### src/rtl/core/hdu_pkg.sv
`timescale 1ns / 1ps
// Shared constants, types and register map of the half-duplex 8N1 transceiver.
package hdu_pkg;

  localparam int DATA_BITS  = 8;
  localparam int FRAME_BITS = DATA_BITS + 2;
  localparam int BIDX_W     = $clog2(FRAME_BITS + 1);
  localparam int TICK_W     = 16;
  localparam int BYTE_W     = 8;
  localparam int APB_DW     = 32;
  localparam int APB_AW     = 3;

  localparam logic [TICK_W-1:0] DEFAULT_TICKS = TICK_W'(13 * 4);

  // register index, taken from paddr[2]
  localparam logic REG_BIT_PERIOD   = 1'b0;
  localparam logic REG_FIRST_SAMPLE = 1'b1;

  typedef enum logic [1:0] {
    MODE_IDLE = 2'd0,
    MODE_TX   = 2'd1,
    MODE_RX   = 2'd2
  } mode_t;

  typedef struct packed {
    logic              tx_line;
    logic              tx_busy;
    logic              rx_busy;
    logic              rx_valid;
    logic [BYTE_W-1:0] rx_byte;
  } result_t;

endpackage

### src/rtl/core/hdu_if.sv
`timescale 1ns / 1ps
// Valid/ready channel interfaces for input items and result items.
interface hdu_in_if
  import hdu_pkg::*;
();
  logic              valid;
  logic              ready;
  logic              action;
  logic [BYTE_W-1:0] send_byte;
  logic              rx_level;

  modport source (output valid, action, send_byte, rx_level, input ready);
  modport sink   (input valid, action, send_byte, rx_level, output ready);
endinterface

interface hdu_out_if
  import hdu_pkg::*;
();
  logic              valid;
  logic              ready;
  logic              tx_line;
  logic              tx_busy;
  logic              rx_busy;
  logic              rx_valid;
  logic [BYTE_W-1:0] rx_byte;

  modport source (output valid, tx_line, tx_busy, rx_busy, rx_valid, rx_byte, input ready);
  modport sink   (input valid, tx_line, tx_busy, rx_busy, rx_valid, rx_byte, output ready);
endinterface

### src/rtl/core/half_duplex_uart_8n1.sv
`timescale 1ns / 1ps
// Top level: tick-paced half-duplex 8N1 transceiver with APB register port.
//
//  channel   dir  handshake        beat carries
//  items     in   valid/ready      action, send_byte, rx_level
//  results   out  valid/ready      tx_line, tx_busy, rx_busy, rx_valid, rx_byte
//  apb       in   psel/penable     bit_period (0x0), first_sample_delay (0x4)
//
// One item per clock while items.ready is high: the state update for an item is a
// single pass of logic from the state registers, written at the accepting edge;
// the result is captured into the output stage at that same edge and offered
// from the next cycle unless an older result is still held in the output register.
// A two-entry output stage (output register plus skid) keeps items.ready high
// while one result waits; ready drops only when both entries are full.
// rst (synchronous) returns the line to mark, the block to idle and both
// registers to 52 ticks; the output stage empties.
module half_duplex_uart_8n1
  import hdu_pkg::*;
(
  input  logic              clk,
  input  logic              rst,
  hdu_in_if.sink            items,
  hdu_out_if.source         results,
  input  logic              psel,
  input  logic              penable,
  input  logic              pwrite,
  input  logic [APB_AW-1:0] paddr,
  input  logic [APB_DW-1:0] pwdata,
  output logic [APB_DW-1:0] prdata,
  output logic              pready
);

  // ---------------------------------------------------------------- registers
  logic [TICK_W-1:0] bit_period;
  logic [TICK_W-1:0] first_sample_delay;
  logic              cfg_wr;

  assign pready = 1'b1;
  assign cfg_wr = psel && penable && pwrite;

  always_ff @(posedge clk) begin
    if (rst) begin
      bit_period         <= DEFAULT_TICKS;
      first_sample_delay <= DEFAULT_TICKS;
    end else if (cfg_wr) begin
      case (paddr[2])
        REG_BIT_PERIOD:   bit_period         <= pwdata[TICK_W-1:0];
        REG_FIRST_SAMPLE: first_sample_delay <= pwdata[TICK_W-1:0];
        default: ;
      endcase
    end
  end

  always_comb begin
    case (paddr[2])
      REG_BIT_PERIOD:   prdata = {{(APB_DW-TICK_W){1'b0}}, bit_period};
      REG_FIRST_SAMPLE: prdata = {{(APB_DW-TICK_W){1'b0}}, first_sample_delay};
      default:          prdata = '0;
    endcase
  end

  // ---------------------------------------------------------- frame state
  mode_t                 mode,          mode_next;
  logic [TICK_W-1:0]     tick_count,    tick_count_next;
  logic [BIDX_W-1:0]     bit_index,     bit_index_next;
  logic [FRAME_BITS-1:0] tx_shift,      tx_shift_next;
  logic [DATA_BITS-1:0]  rx_shift,      rx_shift_next;
  logic                  line_out,      line_out_next;
  logic                  prev_rx_level, prev_rx_level_next;
  logic                  valid_next;

  logic [TICK_W-1:0] tick_inc;
  logic [TICK_W-1:0] target;
  logic              period_done;
  logic              accept;
  result_t           res;

  assign accept = items.valid && items.ready;

  // Period counter: wraps at 16 bits, and a wrap also ends the period, so a
  // target below the current count (register rewritten mid-frame) or zero
  // still closes on the next tick.
  assign tick_inc    = tick_count + TICK_W'(1);
  assign target      = (mode == MODE_RX && bit_index == '0) ? first_sample_delay : bit_period;
  assign period_done = (tick_inc >= target) || (tick_inc == '0);

  // next-state logic
  always_comb begin
    mode_next          = mode;
    tick_count_next    = tick_count;
    bit_index_next     = bit_index;
    tx_shift_next      = tx_shift;
    rx_shift_next      = rx_shift;
    line_out_next      = line_out;
    prev_rx_level_next = prev_rx_level;
    valid_next         = 1'b0;

    if (items.action) begin
      // send request: taken only when idle, and it is no tick
      if (mode != MODE_TX && mode != MODE_RX) begin
        tx_shift_next   = {1'b1, DATA_BITS'(items.send_byte), 1'b0};
        bit_index_next  = BIDX_W'(FRAME_BITS);
        tick_count_next = '0;
        mode_next       = MODE_TX;
      end
    end else begin
      prev_rx_level_next = items.rx_level;
      tick_count_next    = period_done ? '0 : tick_inc;
      case (mode)
        MODE_TX: begin
          if (period_done) begin
            if (bit_index != '0) begin
              line_out_next  = tx_shift[0];
              tx_shift_next  = tx_shift >> 1;
              bit_index_next = bit_index - BIDX_W'(1);
            end else begin
              // extra mark period done
              line_out_next = 1'b1;
              tx_shift_next = '1;
              mode_next     = MODE_IDLE;
            end
          end
        end
        MODE_RX: begin
          if (period_done) begin
            if (bit_index < BIDX_W'(DATA_BITS)) begin
              rx_shift_next  = {items.rx_level, rx_shift[DATA_BITS-1:1]};
              bit_index_next = bit_index + BIDX_W'(1);
            end else begin
              // stop period: no check, byte out, re-arm
              bit_index_next = '0;
              mode_next      = MODE_IDLE;
              valid_next     = 1'b1;
            end
          end
        end
        default: begin
          // idle (and the unused code): watch for a start edge
          tick_count_next = tick_count;
          mode_next       = MODE_IDLE;
          if (prev_rx_level && !items.rx_level) begin
            mode_next       = MODE_RX;
            tick_count_next = '0;
            bit_index_next  = '0;
          end
        end
      endcase
    end
  end

  always_ff @(posedge clk) begin
    if (rst) begin
      mode          <= MODE_IDLE;
      tick_count    <= '0;
      bit_index     <= '0;
      tx_shift      <= '1;
      rx_shift      <= '0;
      line_out      <= 1'b1;
      prev_rx_level <= 1'b1;
    end else if (accept) begin
      mode          <= mode_next;
      tick_count    <= tick_count_next;
      bit_index     <= bit_index_next;
      tx_shift      <= tx_shift_next;
      rx_shift      <= rx_shift_next;
      line_out      <= line_out_next;
      prev_rx_level <= prev_rx_level_next;
    end
  end

  // result logic: the state after the item
  always_comb begin
    res.tx_line  = line_out_next;
    res.tx_busy  = (mode_next == MODE_TX);
    res.rx_busy  = (mode_next == MODE_RX);
    res.rx_valid = valid_next;
    res.rx_byte  = (mode_next == MODE_RX) ? '0 : BYTE_W'(rx_shift_next);
  end

  // ---------------------------------------------------------- output stage
  result_t out_data;
  result_t skid_data;
  logic    out_valid;
  logic    skid_valid;
  logic    out_pop;

  assign items.ready = !skid_valid;
  assign out_pop     = out_valid && results.ready;

  always_ff @(posedge clk) begin
    if (rst) begin
      out_valid  <= 1'b0;
      skid_valid <= 1'b0;
    end else if (out_pop || !out_valid) begin
      if (skid_valid) begin
        out_valid  <= 1'b1;
        skid_valid <= 1'b0;
      end else begin
        out_valid <= accept;
      end
    end else if (accept) begin
      skid_valid <= 1'b1;
    end
  end

  always_ff @(posedge clk) begin
    if (out_pop || !out_valid) begin
      out_data <= skid_valid ? skid_data : res;
    end else if (accept) begin
      skid_data <= res;
    end
  end

  assign results.valid    = out_valid;
  assign results.tx_line  = out_data.tx_line;
  assign results.tx_busy  = out_data.tx_busy;
  assign results.rx_busy  = out_data.rx_busy;
  assign results.rx_valid = out_data.rx_valid;
  assign results.rx_byte  = out_data.rx_byte;

endmodule

### src/flat_wrapper.sv
// flat-port wrapper written by rule: the top's interface ports become plain ports
module half_duplex_uart_8n1_flat import hdu_pkg::*;
  (clk, rst, psel, penable, pwrite, paddr, pwdata, prdata, pready, items_valid, items_action, items_send_byte, items_rx_level, items_ready, results_valid, results_tx_line, results_tx_busy, results_rx_busy, results_rx_valid, results_rx_byte, results_ready);
  hdu_in_if items_i ();
  hdu_out_if results_i ();
  input  logic clk;
  input  logic rst;
  input  logic psel;
  input  logic penable;
  input  logic pwrite;
  input  logic [APB_AW-1:0] paddr;
  input  logic [APB_DW-1:0] pwdata;
  output logic [APB_DW-1:0] prdata;
  output logic pready;
  input wire logic [$bits(items_i.valid)-1:0] items_valid;
  input wire logic [$bits(items_i.action)-1:0] items_action;
  input wire logic [$bits(items_i.send_byte)-1:0] items_send_byte;
  input wire logic [$bits(items_i.rx_level)-1:0] items_rx_level;
  output wire logic [$bits(items_i.ready)-1:0] items_ready;
  output wire logic [$bits(results_i.valid)-1:0] results_valid;
  output wire logic [$bits(results_i.tx_line)-1:0] results_tx_line;
  output wire logic [$bits(results_i.tx_busy)-1:0] results_tx_busy;
  output wire logic [$bits(results_i.rx_busy)-1:0] results_rx_busy;
  output wire logic [$bits(results_i.rx_valid)-1:0] results_rx_valid;
  output wire logic [$bits(results_i.rx_byte)-1:0] results_rx_byte;
  input wire logic [$bits(results_i.ready)-1:0] results_ready;
  assign items_i.valid = items_valid;
  assign items_i.action = items_action;
  assign items_i.send_byte = items_send_byte;
  assign items_i.rx_level = items_rx_level;
  assign items_ready = items_i.ready;
  assign results_valid = results_i.valid;
  assign results_tx_line = results_i.tx_line;
  assign results_tx_busy = results_i.tx_busy;
  assign results_rx_busy = results_i.rx_busy;
  assign results_rx_valid = results_i.rx_valid;
  assign results_rx_byte = results_i.rx_byte;
  assign results_i.ready = results_ready;
  half_duplex_uart_8n1 u_core (.clk(clk), .rst(rst), .items(items_i), .results(results_i), .psel(psel), .penable(penable), .pwrite(pwrite), .paddr(paddr), .pwdata(pwdata), .prdata(prdata), .pready(pready));
endmodule
### config.mk
export PLATFORM = sky130hd
export DESIGN_NAME = half_duplex_uart_8n1_flat
export DESIGN_NICKNAME = d
export VERILOG_FILES = /design/src/rtl/core/hdu_pkg.sv /design/src/rtl/core/hdu_if.sv /design/src/rtl/core/half_duplex_uart_8n1.sv /design/src/flat_wrapper.sv
export SDC_FILE = /design/constraint.sdc
export NUM_CORES = 1
export LEC_CHECK = 0
export ABC_AREA = 1
export ABC_CLOCK_PERIOD_IN_PS = 3900
export BUFFER_PORTS_ARGS = -buffer_cell sky130_fd_sc_hd__buf_2
export CORE_MARGIN = 3
export CORE_UTILIZATION = 56
export CTS_BUF_LIST = sky130_fd_sc_hd__clkbuf_16
export DETAILED_ROUTE_END_ITERATION = 8
export GPL_TIMING_DRIVEN = 0
export PLACE_DENSITY = 0.84
export SYNTH_ARGS = -nofsm -noshare
export SYNTH_HDL_FRONTEND = slang
export SYNTH_SLANG_ARGS = --single-unit
### constraint.sdc
create_clock -name clk -period 3.9 [get_ports clk]
set_input_delay 0.78 -clock clk [delete_from_list [all_inputs] [get_ports clk]]
set_output_delay 0.78 -clock clk [all_outputs]
set_load 0.005 [all_outputs]
==> flow_metrics.py <==
metrics = {
    "grt": {
        "gr-usage-met3_pct": 5.144,
        "grt_pass1_wl_um": 22500,
        "antenna_found_initial": 0,
        "top_usage_layer": "met2",
        "grt_pass1_vias": 5065,
        "grt_overflow": 0,
        "use_met1_pct": 31.56,
        "use_met2_pct": 40.48,
        "grt_max_degree": 22,
        "track_usage_pct": 24.39,
    },
    "final_layout": {
        "nFillCells": 784,
        "final_layout_size_suffix_gt1_share_pct": 15.16,
        "layout.nets": 935,
        "postLayoutCellArea_um2": 6370,
        "layout_commonest_cell": "nand2_1",
        "syn2layout_area_growth_pct": 15.42,
        "most-common-layout-cells": "nand2_1 (177), inv_1 (94), dfxtp_1 (76)",
        "n_antenna_cell": 0,
    },
    "timing": {
        "worst-slew-pin-transition_ns": 0.8978,
        "maxSlewHeadroom_pct": 39.93,
        "fmax_mhz": 278.5,
        "setup_viol": 0,
        "hold_viol": 0,
        "rsz0062_at_grt": "false",
        "min_period_ns": 3.591,
        "fin_crit_sh_pct": 92.08,
        "finClkSkew_ns": 0.007646,
        "slew_violations": 0,
        "holdWs_ns": 0.4777,
    },
    "critical_path": {
        "crit_path_end_kind": "flip-flop",
        "cp.required_ns": 4.01,
        "worstPathMaxFanout": 10,
        "crit_family": "simple AND/OR/NAND/NOR gates",
        "crit_type": "reg -> reg",
        "r2r_setup_slack_ns": 0.31,
        "cpMaxStageDelayCell": "dfxtp_1",
        "cpMostUsedCell": "nand2_1",
        "worst_ep_arrival_time_ns": 3.70,
        "path_buf_inv": 4,
        "crit_chain": "inv_1, ha_1, nand3_1, inv_1, nand2_2, clkbuf_2, o21ai_1, ha_1, a21o_1, o21ai_0, nand2_1, nand2_1, nand2_1, nor2_2, nand2_4, nand3_4, buf_2, nand2_1, o21a_1, nand3_1, nand2_1",
        "start_kind": "flip-flop",
        "slowest_delay_ns": 0.34,
    },
    "detailed_routing": {
        "drt_iter0_drc": 315,
        "dr.pass1.iters": 5,
        "routed-via-count": 5362,
        "wirelength_um": 13560,
        "route.detailed.drc": 0,
        "vias_per_cell": 5.400,
        "routedWlPerCell_um": 13.65,
        "ant_nets": 0,
    },
    "outcome": {
        "status": "completed",
    },
    "clock_network": {
        "clock_sinks": 100,
        "cts_tree": "done",
        "clk_latency_ns": 0.35,
        "ctsHoldBuffers": 0,
        "cts_root_buf": "clkbuf_16",
        "ctsLongestPathBuffers": 2,
        "cts_buffers": 9,
        "clk_pin_slew_ns": 0.08,
        "htreeDepth": 3,
        "post-cts-setup-buffers": 0,
    },
    "synth": {
        "synth_warnings": 0,
        "synth-seq-cells": 100,
        "syn_avg_cell_area_um2": 7.149,
        "yosysSeqAreaShare_pct": 40.63,
        "syn_area_um2": 5519,
        "synth_cell_types": 39,
        "netlist_instances": 772,
    },
    "die": {
        "die_w_um": 105.3,
        "coreArea_um2": 9415,
        "fp.dieH_um": 105.3,
        "start_util_pct": 58.62,
        "pin_count": 99,
        "rows": 35,
        "die-area_um2": 11080,
    },
    "pwr": {
        "pwr-share-comb_pct": 14.4,
        "p_leak_uw": 0.002999,
        "p_total_uw": 2405,
        "power_density_nw_per_um2": 377.5,
        "p_int_uw": 1701,
        "seq_power_share_pct": 47.2,
        "power.share.clock_pct": 38.4,
        "netSwitchingFraction_pct": 29.25,
        "ir_drop_uv": 233.9,
        "p_sw_uw": 703.4,
    },
    "job": {
        "maxCapViolations": 0,
    },
    "placed_design": {
        "numPortBuffers": 61,
        "place_area_um2": 6042,
        "hpwl_um": 9931,
        "gp_congestion": 0.9107,
    },
    "worst_hold_path": {
        "hp-class": "reg -> reg",
    },
}
==> metal layers <==
layer | part of all wire (%) | wire length [um]
met5 | 0 | 0
met3 | 8.3 | 1124
met1 | 42 | 5708
met4 | 2.4 | 329
met2 | 47 | 6397
==> final timing paths <==
kind / start / end / cells after the start
worst max-delay path: u_core.bit_index[0] / u_core.results.rx_byte[6] / 21
worst min-delay path: u_core.bit_period[7] / u_core.bit_period[7] / 2
worst max register to register: u_core.bit_index[0] / u_core.results.rx_byte[6] / 21
worst min register to register: u_core.bit_period[7] / u_core.bit_period[7] / 2
==> what timing repair did <==
| item | in CTS | in global routing |
|---|---|---|
| resized for setup | 1 | 15 |
| hold endpoints to repair | 0 | 0 |
| setup endpoints to repair | 1 | 53 |
==> power by group through the flow <==
stage	registers (uW)	logic (uW)	clock network [uW]
floorplan	1160	230	0
global placement	1160	322	0
detailed placement	1160	335	0
CTS	1130	339	934
global route	1140	389	981
finish	1130	346	923
==> sequential cells by signal (all words and copies together) (netlist names), 2 cells and up <==
register,cells
u_core.mode,2
u_core.rx_shift,8
u_core.skid_data,12
u_core.results.rx_byte,8
u_core.bit_index,4
u_core.bit_period,16
u_core.tick_count,16
u_core.first_sample_delay,16
u_core.tx_shift,10
==> cells in the mapped netlist, drive strengths merged <==
cell type / n / area share, %
dfxtp: 76 / 28
a22oi: 1 / 0.14
conb: 2 / 0.14
nor3: 5 / 0.66
buf: 23 / 2.8
o211ai: 1 / 0.14
o21ai: 96 / 8.7
clkbuf: 24 / 1.6
a31oi: 2 / 0.23
inv: 96 / 6.6
a221oi: 1 / 0.16
ha: 24 / 5.4
or2: 1 / 0.11
o311ai: 1 / 0.16
o21bai: 2 / 0.27
edfxtp: 24 / 13
nand3: 36 / 3.6
and3: 1 / 0.11
nand4: 7 / 0.79
a21oi: 66 / 6.2
o31ai: 1 / 0.14
a211oi: 1 / 0.14
nand2: 185 / 13
a21o: 1 / 0.14
o22ai: 8 / 0.91
o21a: 8 / 1.1
nor2: 79 / 6.0
==> worst min-delay path: stages, from the launching register on <==
cell and delay [ns]:
dfxtp_1 0.30, inv_1 0.07, a21oi_1 0.06
==> kinds of logic (layout without fill, tap and decap cells) <==
kind of cell / Yosys count / count (layout) / share of synthesized area, %
other: 2 / 17 / 0.1361
AND/OR/NAND/NOR: 314 / 314 / 24.35
flip-flops: 100 / 100 / 40.63
adder cells (fa/ha/maj): 24 / 24 / 5.441
AO/OA/AOI/OAI: 189 / 189 / 18.39
buffers and inverters: 143 / 220 / 11.06
==> per-stage QoR <==
step	utilization, %	cells	setup TNS, ns	setup WS (ns)
floorplan	-	787	0	0.7317
CTS	67.55	993	0	0.02743
finish	67.65	993	0	0.3088
detailed placement	64.17	977	-0.008229	-0.008229
global placement	64.17	977	0	0.09785
global route	67.65	993	0	0.03949
==> area by class of cell <==
cell class	instances	area, um2	area share [%]
multi-input combinational	544	2728	42.82
sequential	100	2242	35.20
inverter	96	365.4	5.736
timing repair buffer	61	305.3	4.793
buffer	47	251.5	3.948
clock buffer	9	225.2	3.536
tap	129	161.4	2.534
clock inverter	7	91.34	1.434
Power figures use the tool's default switching activity.
